==> src/rtl/hbk_pkg.sv <==
package hbk_pkg;

  localparam int unsigned HASH_W   = 32;
  localparam int unsigned BUCKET_W = 31;
  localparam int unsigned KEY_W    = 64;

  localparam logic [HASH_W-1:0] MURMUR_SEED  = 32'd42;
  localparam logic [HASH_W-1:0] MIX_C1       = 32'hcc9e_2d51;
  localparam logic [HASH_W-1:0] MIX_C2       = 32'h1b87_3593;
  localparam logic [HASH_W-1:0] MIX_ADD      = 32'he654_6b64;
  localparam logic [HASH_W-1:0] FMIX_C1      = 32'h85eb_ca6b;
  localparam logic [HASH_W-1:0] FMIX_C2      = 32'hc2b2_ae35;
  localparam logic [HASH_W-1:0] ROW_LEN      = 32'd16;

  // One restoring division step per bit of the hash magnitude.
  localparam int unsigned MOD_STEPS = HASH_W;

  typedef logic [HASH_W-1:0]   hash_t;
  typedef logic [BUCKET_W-1:0] bucket_t;

  function automatic hash_t rotl15(input hash_t x);
    return {x[16:0], x[31:17]};
  endfunction

  function automatic hash_t rotl13(input hash_t x);
    return {x[18:0], x[31:19]};
  endfunction

  // h * 5 + MIX_ADD, written as a shift and two adds.
  function automatic hash_t mul5_add(input hash_t x);
    return (x << 2) + x + MIX_ADD;
  endfunction

  function automatic hash_t mix_block(input hash_t h, input hash_t k);
    hash_t kk;
    hash_t hh;
    kk = k * MIX_C1;
    kk = rotl15(kk);
    kk = kk * MIX_C2;
    hh = h ^ kk;
    hh = rotl13(hh);
    return mul5_add(hh);
  endfunction

  // The eight leading zero bytes always give the same state: fold at elaboration.
  localparam hash_t H_INIT = mix_block(mix_block(MURMUR_SEED, '0), '0);

endpackage

==> src/rtl/hbk_hash.sv <==
module hbk_hash (
  input  logic          clk_i,
  input  logic          rst_ni,
  input  logic          en_i,
  input  logic          valid_i,
  input  hbk_pkg::hash_t lo_i,
  input  hbk_pkg::hash_t hi_i,
  output logic          valid_o,
  output hbk_pkg::hash_t mag_o
);
  import hbk_pkg::*;

  logic [6:0] v_q;
  hash_t klo1_q, khi1_q;
  hash_t klo2_q, khi2_q;
  hash_t h3_q, khi3_q;
  hash_t h4_q;
  hash_t h5_q;
  hash_t h6_q;
  hash_t mag7_q;

  hash_t h4_mix, h4_d, h6_x, h7_x;

  always_comb begin
    h4_mix = mul5_add(rotl13(h3_q ^ khi3_q)) ^ ROW_LEN;
    h4_d   = h4_mix ^ (h4_mix >> 16);
    h6_x   = h5_q ^ (h5_q >> 13);
    h7_x   = h6_q ^ (h6_q >> 16);
  end

  always_ff @(posedge clk_i or negedge rst_ni) begin
    if (!rst_ni) begin
      v_q <= '0;
    end else if (en_i) begin
      v_q <= {v_q[5:0], valid_i};
    end
  end

  always_ff @(posedge clk_i) begin
    if (en_i) begin
      klo1_q <= lo_i * MIX_C1;
      khi1_q <= hi_i * MIX_C1;
      klo2_q <= rotl15(klo1_q) * MIX_C2;
      khi2_q <= rotl15(khi1_q) * MIX_C2;
      h3_q   <= mul5_add(rotl13(H_INIT ^ klo2_q));
      khi3_q <= khi2_q;
      h4_q   <= h4_d;
      h5_q   <= h4_q * FMIX_C1;
      h6_q   <= h6_x * FMIX_C2;
      mag7_q <= h7_x[HASH_W-1] ? (hash_t'(0) - h7_x) : h7_x;
    end
  end

  assign valid_o = v_q[6];
  assign mag_o   = mag7_q;

endmodule

==> config.mk <==
export PLATFORM = sky130hd
export DESIGN_NAME = hbk_hash
export DESIGN_NICKNAME = d
export VERILOG_FILES = /design/src/rtl/hbk_pkg.sv /design/src/rtl/hbk_hash.sv
export SDC_FILE = /design/constraint.sdc
export NUM_CORES = 2
export LEC_CHECK = 0
export BUFFER_PORTS_ARGS = -buffer_cell sky130_fd_sc_hd__buf_2
export CORE_MARGIN = 5
export CORE_UTILIZATION = 30
export CTS_CLUSTER_DIAMETER = 30
export DETAILED_ROUTE_END_ITERATION = 8
export GPL_ROUTABILITY_DRIVEN = 0
export PLACE_DENSITY = 0.58
export SLEW_MARGIN = 0
export SYNTH_ARGS = -nofsm -noshare
export SYNTH_HDL_FRONTEND = slang
export SYNTH_SLANG_ARGS = --single-unit
export TNS_END_PERCENT = 5
==> constraint.sdc <==
create_clock -name clk_i -period 7.55 [get_ports clk_i]
set_clock_uncertainty 0.15 [all_clocks]
set_input_delay 0.3775 -clock clk_i [delete_from_list [all_inputs] [get_ports clk_i]]
set_output_delay 0.3775 -clock clk_i [all_outputs]
set_load 0.03 [all_outputs]
==> flow_summary.toml <==
[yosys]
synth_edf_count = 320
yosys.area.top_type = "fa_1"
synth_area_mm2 = 0.0646
async_flop_share_pct = 2.14
synth_nets = 8547
synth_warnings = 0
synth_cells = 6153
synth_seq_cells = 327
synth_area_per_cell_um2 = 10.5
synth_ff_type = "edfxtp_1"
synth_area_leaders = "fa_1 33%, ha_1 24%, edfxtp_1 15%"
yosysUniqueCellTypes = 70
synth_top_area_share_pct = 33.3
seq_area_frac_synth_pct = 15.1

[floorplanning]
io_pins = 101
initial_core_util_pct = 30.1
die_area_mm2 = 0.225
fp.coreArea_mm2 = 0.215
rows = 170
die_w_um = 474
die_y_um = 474

[global_routing]
grt_overflow = 0
grt_pass1_vias = 46300
antenna_found_initial = 0
grt_max_degree = 89
grt_usage_pct = 13.7
grt_pass1_wl_mm = 246

[finish]
final_nets = 8820
layout_commonest_cell = "inv_1"
syn2layout_area_growth_pct = 12.2
drive_above_1_share_pct = 5.80
layout_common_cells = "2025 x inv_1, 1251 x ha_1, 1074 x fa_1, 360 x xnor2_1, 320 x edfxtp_1"
multiInputGateArea_mm2 = 0.0474
n_antenna_cell = 0
final-seq-area_mm2 = 0.00978
fill_cells = 21600

[run]
maxCapViolCount = 0

[worst_setup_path]
end_kind = "flop"
critical_path.max_stage_delay_ns = 0.52
path_common_cell = "fa_1"
crit_chain = "xor2_1, ha_4, ha_1, a21oi_2, fa_1, fa_1, inv_1, fa_1, inv_1, fa_1, inv_1, fa_1, inv_1, fa_1, inv_1, ha_1, a211oi_4, nand3_1, o22a_1, a41o_1, or4_4, a2111oi_4, nor4bb_2"
crit_path_start_kind = "flop"
critical_path_arrival_ns = 7.53
critPathMaxFanout = 3
crit_type = "reg -> reg"
required_ns = 7.82
cp_slowest_cell = "fa_1"

[clocking]
clk_latency_ns = 0.67
clock_sinks = 327
clkTransAtPathRegs_ns = 0.05
cts.path.max_buffers = 3
clk_root_buffer_cell = "clkbuf_16"
cts_tree = "yes"
h-tree-depth = 3
numCtsBuffers = 87

[timing]
fmax_mhz = 138
post-route-period-util_pct = 96.1
setup_viol = 0
finalHoldViolations = 0
fin_crit_ns = 7.26
max_slew_margin_pct = 39.2
rsz0062_at_grt = "true"
tightest_slew_ns = 0.911
setup_tns_ns = 0
drv_slew = 0

[drt]
vias = 41000
avgRoutedWirePerCell_um = 15.9
vias_per_cell = 4.39
dr.pass1.iters = 7
drtIter0Drc = 1497
drc = 0
routed_wl_mm = 149
ant_nets = 0

[worst_hold_path]
min_path_type = "in -> reg"

[placement]
dp_hpwl_mm = 131
port_buffers = 100

[status]
status = "completed"
metal layers:
metal,GRT usage [%],vias up,part of all wire (%)
li1,-,19700,-
met1,17.9,20500,45
met2,24.1,613,49
met3,1.51,198,3.1
met4,3.67,0,2.7
met5,0,-,0
state kept, by name, indices dropped and copies added, names as in the netlist:
name and flops:
mag_o 32, v_q 7, h6_q 32, khi3_q 32, klo1_q 32, khi2_q 32, h3_q 32, klo2_q 32
h5_q 32, khi1_q 32, h4_q 32
metrics by stage:
stage          hold WS (ns)  std cells  setup WS (ns)  util (%)  area (um2)
2_1_floorplan       -0.0681       6153          0.258         -       64600
3_3_place_gp         0.0613       9163          0.135      32.3       69300
3_5_place_dp         0.0658       9164        -0.0445      32.3       69300
4_1_cts             0.00262       9334        0.00779      33.7       72400
5_1_grt              0.0146       9335        -0.0817      33.8       72500
6_report             0.0416       9335          0.291      33.8       72500
worst paths after layout:
path	from	to	slack, ns	depth (start not counted)
max in group asynchronous	rst_ni	v_q[3]	6.51	3
worst max register to register	h5_q[7]	h6_q[31]	0.29	23
worst min-delay path	hi_i[0]	khi1_q[0]	0.04	1
min in group asynchronous	rst_ni	v_q[2]	0.51	3
worst min register to register	khi2_q[19]	khi3_q[19]	0.26	0
worst max-delay path	h5_q[7]	h6_q[31]	0.29	23
synthesized netlist by cell type (5+ instances only):
cell and number:
o31ai_1 20, a31o_2 7, clkbuf_1 7, a21o_1 68
ha_1 1252, nand4_1 13, a21oi_1 155, dfrtp_1 7
o21ai_0 102, o21a_1 38, or2_2 7, xor2_1 127
o31a_1 5, a211o_1 10, a211oi_1 19, nand2b_1 31
o21bai_1 24, mux2_2 7, or3_1 18, nor4_1 6
nor2_1 129, or4_1 12, o22ai_1 5, nor3_1 33
nor2b_1 22, xnor2_1 366, o211ai_1 12, a31oi_1 14
a21boi_0 7, edfxtp_1 320, o41ai_1 6, and2_1 9
fa_1 1074, inv_1 2025, nand3_1 37, and3_1 15
nand2_1 79
critical path, delay by kind of cell (launching register included):
family | cells | cell delay [ns]
simple gates | 3 | 0.63
compound gates | 5 | 1.35
flops | 1 | 0.41
xor+xnor | 1 | 0.40
fa+ha+maj | 9 | 3.80
buf+inv | 5 | 0.25
kinds of logic after synthesis:
family	share of synthesized area, %
muxes	0.137
DFF	15.1
adders and majority gates	57.5
xor gates and xnor gates	6.75
AOI/OAI and AO/OA	5.36
and+or+nand+nor	3.33
buffers and inverters	11.8
layout make-up:
| type | count | area share (%) |
|---|---|---|
| flip-flops and latches | 327 | 13.5 |
| clock buffers | 92 | 3.07 |
| inverters | 2025 | 10.5 |
| well taps | 2838 | 4.90 |
| clock inverters | 68 | 1.07 |
| multi-input cells | 3794 | 65.3 |
| repair buffers | 191 | 1.68 |
repair_timing:
| item | in CTS | in global routing |
|---|---|---|
| pin swaps | 0 | 3 |
| hold buffers | 10 | 0 |
| resized for setup | 2 | 18 |
| setup buffers | 0 | 1 |
| endpoints found under the hold margin | 15 | 0 |
| endpoints found under the setup margin | 1 | 3 |
Power is not shown: default switching activity piles up to over one toggle a cycle in this logic, so the estimate is an artifact.
