<file path="src/rtl/hbk_pkg.sv">
package hbk_pkg;

  localparam int unsigned HASH_W   = 32;
  localparam int unsigned BUCKET_W = 31;
  localparam int unsigned KEY_W    = 64;

  localparam logic [HASH_W-1:0] MURMUR_SEED  = 32'd42;
  localparam logic [HASH_W-1:0] MIX_C1       = 32'hcc9e_2d51;
  localparam logic [HASH_W-1:0] MIX_C2       = 32'h1b87_3593;
  localparam logic [HASH_W-1:0] MIX_ADD      = 32'he654_6b64;
  localparam logic [HASH_W-1:0] FMIX_C1      = 32'h85eb_ca6b;
  localparam logic [HASH_W-1:0] FMIX_C2      = 32'hc2b2_ae35;
  localparam logic [HASH_W-1:0] ROW_LEN      = 32'd16;

  // One restoring division step per bit of the hash magnitude.
  localparam int unsigned MOD_STEPS = HASH_W;

  typedef logic [HASH_W-1:0]   hash_t;
  typedef logic [BUCKET_W-1:0] bucket_t;

  function automatic hash_t rotl15(input hash_t x);
    return {x[16:0], x[31:17]};
  endfunction

  function automatic hash_t rotl13(input hash_t x);
    return {x[18:0], x[31:19]};
  endfunction

  // h * 5 + MIX_ADD, written as a shift and two adds.
  function automatic hash_t mul5_add(input hash_t x);
    return (x << 2) + x + MIX_ADD;
  endfunction

  function automatic hash_t mix_block(input hash_t h, input hash_t k);
    hash_t kk;
    hash_t hh;
    kk = k * MIX_C1;
    kk = rotl15(kk);
    kk = kk * MIX_C2;
    hh = h ^ kk;
    hh = rotl13(hh);
    return mul5_add(hh);
  endfunction

  // The eight leading zero bytes always give the same state: fold at elaboration.
  localparam hash_t H_INIT = mix_block(mix_block(MURMUR_SEED, '0), '0);

endpackage

</file>
<file path="src/rtl/hbk_mod.sv">
module hbk_mod (
  input  logic             clk_i,
  input  logic             rst_ni,
  input  logic             en_i,
  input  logic             valid_i,
  input  hbk_pkg::hash_t   mag_i,
  input  hbk_pkg::bucket_t divisor_i,
  output logic             valid_o,
  output hbk_pkg::bucket_t rem_o
);
  import hbk_pkg::*;

  logic [MOD_STEPS-1:0] v_q;
  bucket_t rem_q [MOD_STEPS];
  hash_t   dvd_q [MOD_STEPS];

  always_ff @(posedge clk_i or negedge rst_ni) begin
    if (!rst_ni) begin
      v_q <= '0;
    end else if (en_i) begin
      v_q <= {v_q[MOD_STEPS-2:0], valid_i};
    end
  end

  for (genvar i = 0; i < MOD_STEPS; i++) begin : g_step
    bucket_t rem_in;
    hash_t   dvd_in;
    hash_t   shifted;
    hash_t   diff;
    logic    ge;

    if (i == 0) begin : g_first
      assign rem_in = '0;
      assign dvd_in = mag_i;
    end else begin : g_next
      assign rem_in = rem_q[i-1];
      assign dvd_in = dvd_q[i-1];
    end

    always_comb begin
      shifted = {rem_in, dvd_in[HASH_W-1]};
      diff    = shifted - {1'b0, divisor_i};
      ge      = shifted >= {1'b0, divisor_i};
    end

    always_ff @(posedge clk_i) begin
      if (en_i) begin
        rem_q[i] <= ge ? diff[BUCKET_W-1:0] : shifted[BUCKET_W-1:0];
        dvd_q[i] <= {dvd_in[HASH_W-2:0], 1'b0};
      end
    end
  end

  assign valid_o = v_q[MOD_STEPS-1];
  // A zero bucket count lies outside the legal range and yields bucket zero.
  assign rem_o   = (divisor_i == '0) ? '0 : rem_q[MOD_STEPS-1];

endmodule

</file>
<file path="config.mk">
export PLATFORM = sky130hd
export DESIGN_NAME = hbk_mod
export DESIGN_NICKNAME = d
export VERILOG_FILES = /design/src/rtl/hbk_pkg.sv /design/src/rtl/hbk_mod.sv
export SDC_FILE = /design/constraint.sdc
export NUM_CORES = 2
export LEC_CHECK = 0
export BUFFER_PORTS_ARGS = -buffer_cell sky130_fd_sc_hd__buf_2
export CORE_ASPECT_RATIO = 2
export CORE_MARGIN = 2
export CORE_UTILIZATION = 55
export CTS_CLUSTER_SIZE = 20
export DETAILED_ROUTE_END_ITERATION = 7
export PLACE_DENSITY_LB_ADDON = 0.3
export RECOVER_POWER = 100
export SETUP_SLACK_MARGIN = 0.02
export SYNTH_ARGS = -nofsm -noshare
export SYNTH_HDL_FRONTEND = slang
export SYNTH_SLANG_ARGS = --single-unit
</file>
<file path="constraint.sdc">
create_clock -name clk_i -period 4.35 [get_ports clk_i]
set_clock_uncertainty 0.2 [all_clocks]
set_input_delay 1.0875 -clock clk_i [delete_from_list [all_inputs] [get_ports clk_i]]
set_output_delay 1.0875 -clock clk_i [all_outputs]
set_load 0.05 [all_outputs]
</file>
==> summary.md <==
| Metric | Value |
|---|---|
| Dpl hpwl | `290300 um` |
| Crit path depth | `18` |
| CP max stage cell | `mux2_1` |
| Hold path start | `mag_i[22]` |
| Unique masters post-synth | `about 110` |
| DRC | `0` |
| Number of synthesized register bits | `roughly 1500` |
| Total track usage | `~38%` |
| Layout fillers | `around 14000` |
| Final min period | `about 4300 ps` |
| Most frequent cells in the layout | `buf_4, edfxtp_1, ha_1, a21oi_1, nand2_1` |
| Clk slew on worst S/H paths | `70 ps` |
| Clk buf depth | `4` |
| Area overhead of the layout relative to synthesis | `27.43%` |
| Fmax | `between 200 and 250 MHz` |
| Async S/R FF share, synth | `2.105%` |
| Via count | `91527` |
| Worst EP arrival | `4630 ps` |
| Final Non-Filler Cells | `15090` |
| EDFF count, synth | `1488` |
| Final design area excluding fillers | `132600 um2` |
| Initial antenna violation count | `15` |
| Sequential area share after synthesis | `43.71%` |
| Util after Layout | `70.62%` |
| Vias in the first global route | `between 90000 and 100k` |
| Total core area | `187800 um2` |
| Net count after synthesis | `10981` |
| CP bufs+invs | `7` |
| Slew of the pin with the lowest slew margin | `2824 ps` |
| Final ANT Viol Nets | `0` |
| Largest net degree at the start of global routing | `114` |
| Die width | `311.6 um` |
| CTS tree | `yes` |
| Multi-input combinational cell area | `between 50000 and 60000 um2` |
| Critical Path End Type | `flip-flop` |
| Most common cell after layout, fill and taps aside | `buf_4` |
| Average cell area after synthesis | `10.49 um2` |
| Max Slew Vio Count | `112` |
| Fin nets | `13530` |
| IO Pins | `a little under 100` |
| Clock Latency Late Sink | `860 ps` |
| FP Rows | `225` |
| DRT iter0 DRCs | `5440` |
| Crit path launch type | `primary input` |
| Pleak | `57.04 nW` |
| Root buffer cell | `clkbuf_16` |
| Max-cap violations | `3` |
| Synthesized instance count | `9920` |
| H-tree levels | `4` |
| Failing checks | `max-capacitance violations, max-slew violations` |
| Status | `complete, but fails checks` |
| Buffers on Ports | `about 100` |
| Largest delay contributor family on the critical path | `compound AO/OA/AOI/OAI gates` |
| Top_reg_cell synth | `edfxtp_1` |
| Register area | `45480 um2` |
| Drt pass-1 iters | `7` |
| Clock Sinks | `1520` |
| Cell Area, Placed | `128000 um2` |
| Total power | `0.1129 W` |
| Die Y | `619.1 um` |
| TritonCTS buffer count | `156` |
| Synthesized area | `104100 um2` |
| Peak VDD IR | `0.5531 mV` |
| Placed cells | `around 15000` |
| Pwr dens | `851.3 nW/um2` |
| Share of cells above drive strength 1 | `26.57%` |
| Min-Delay Path Class | `in2reg` |
| Vias per Instance | `6.065` |
| RR Startpoint | `dvd_q[1][30]` |
| First-pass GRT wire length | `547300 um` |
| Remaining global-route overflow | `0` |
| Crit Path Max Fanout | `9` |
| Kind of critical path | `in2reg` |
| Cell Chain, Critical Path | `buf_2 -> clkinvlp_4 -> buf_12 -> buf_4 -> ha_1 -> nor2b_1 -> o21ai_1 -> a21boi_0 -> o31ai_1 -> clkbuf_4 -> a311oi_2 -> o211a_1 -> o21ai_1 -> nand2_2 -> a21oi_4 -> buf_12 -> buf_6 -> mux2_1` |
| Hold depth | `1` |
| Finish-stage setup viols | `0` |
| Die area | `about 190000 um2` |
| Warnings from Yosys | `0` |
| Slew headroom | `-88.30%` |
| Placer Congestion | `1.044` |
| Worst EP required | `4690 ps` |
| Final hold viol count | `0` |
| Drt wl/cell | `approximately 25 um` |
| Final Cycle Share | `98.44%` |
| Initial Util | `55.41%` |
| CP max stage delay | `~370 ps` |
| R2R cell count | `14` |
| Final wirelength | `roughly 370000 um` |
| Worst setup startpoint | `divisor_i[2]` |
[routing by layer]
metal	global-route usage, %	part of all wire [%]	vias up
met5	0	0.018	-
met4	41.66	13	6
met3	6.303	5.3	1658
met2	67.82	50	3225
met1	33.68	31	44018
li1	-	-	42620
[registers in the layout (all words and copies together) (netlist names)]
register and cells:
rem_q 992, dvd_q 496, v_q 32
[kinds of logic after synthesis]
| logic type | count (synthesis) | synth area share (%) |
|---|---|---|
| xor+xnor | 782 | 6.582 |
| mux | 466 | 5.092 |
| compound gates | 3067 | 18.67 |
| flops | 1520 | 43.71 |
| buf+inv | 533 | 2.084 |
| simple gates | 2558 | 11.69 |
| fa+ha+maj | 994 | 12.18 |
[repair_timing]
item,in CTS,in global routing
resized for setup,5,47
setup buffers,0,3
hold buffers,0,0
pin swaps,0,8
cloned,0,4
endpoints found under the setup margin,55,235
[where the power goes]
part | switching [W] | internal, W
Sequential | 0.00490 | 0.0246
Combinational | 0.0352 | 0.0339
Clock | 0.00616 | 0.00816
[path summary, 6_finish.rpt]
check                                endpoint  slack (ps)
worst max-delay path            rem_q[0][433]          70
worst min-delay path             dvd_q[0][22]         210
worst max register to register   rem_q[1][33]         100
worst min register to register  dvd_q[1][182]         210
max in group asynchronous              v_q[1]        2520
min in group asynchronous             v_q[22]         470
[synthesized netlist by cell type, types with 16 or more instances]
library cell	number	area share, %
a31oi_1	102	0.61
a21boi_0	38	0.27
a31o_2	26	0.22
clkbuf_1	148	0.53
nor3_1	135	0.65
nor2b_1	133	0.80
inv_1	298	1.1
o21bai_1	109	0.79
edfxtp_1	1488	43
o31a_1	30	0.25
ha_1	963	12
a211oi_1	79	0.57
or3_1	53	0.32
xnor2_1	457	3.8
o211ai_1	47	0.34
o21ai_0	721	3.5
xor2_1	325	2.7
mux2_4	28	0.40
buf_2	65	0.31
nor2_1	702	2.5
fa_1	31	0.60
a21o_1	460	3.3
nand2_1	756	2.7
a21oi_1	909	4.4
nand2b_1	154	0.93
o21ai_1	42	0.20
mux2i_1	43	0.41
nor4_1	28	0.17
a211o_1	26	0.22
o31ai_1	82	0.59
o21a_1	142	1.0
dfrtp_1	32	0.77
a2111oi_0	23	0.19
nand4_1	144	0.87
mux2_2	373	4.0
a41oi_1	18	0.15
mux2_1	22	0.24
and2_1	72	0.43
and4_1	16	0.13
and3_1	74	0.44
or2_2	37	0.22
nand3_1	185	0.89
[metrics by stage]
| stage | hold WS (ps) | setup TNS, ps | setup slack [ps] |
|---|---|---|---|
| global placement | 200.3 | -523830 | -963.4 |
| global route | 179.4 | -27.78 | -5.255 |
| floorplan | 200.3 | -57930 | -279.7 |
| finish | 207.9 | 0 | 67.73 |
| detailed placement | 204.5 | -559700 | -957.2 |
| CTS | 81.20 | 0 | 49.29 |
[cell type report]
| cell class | count | share of cell area [%] |
|---|---|---|
| inverters | 298 | 0.8889 |
| well taps | 2497 | 2.356 |
| diodes | 7 | 0.01321 |
| flip-flops and latches | 1520 | 34.30 |
| repair buffers | 2626 | 15.53 |
| clock buffers | 182 | 3.066 |
| multi-input cells | 7867 | 42.98 |
| clock inverters | 93 | 0.8681 |
No activity file was read; power rests on OpenSTA's default activity.
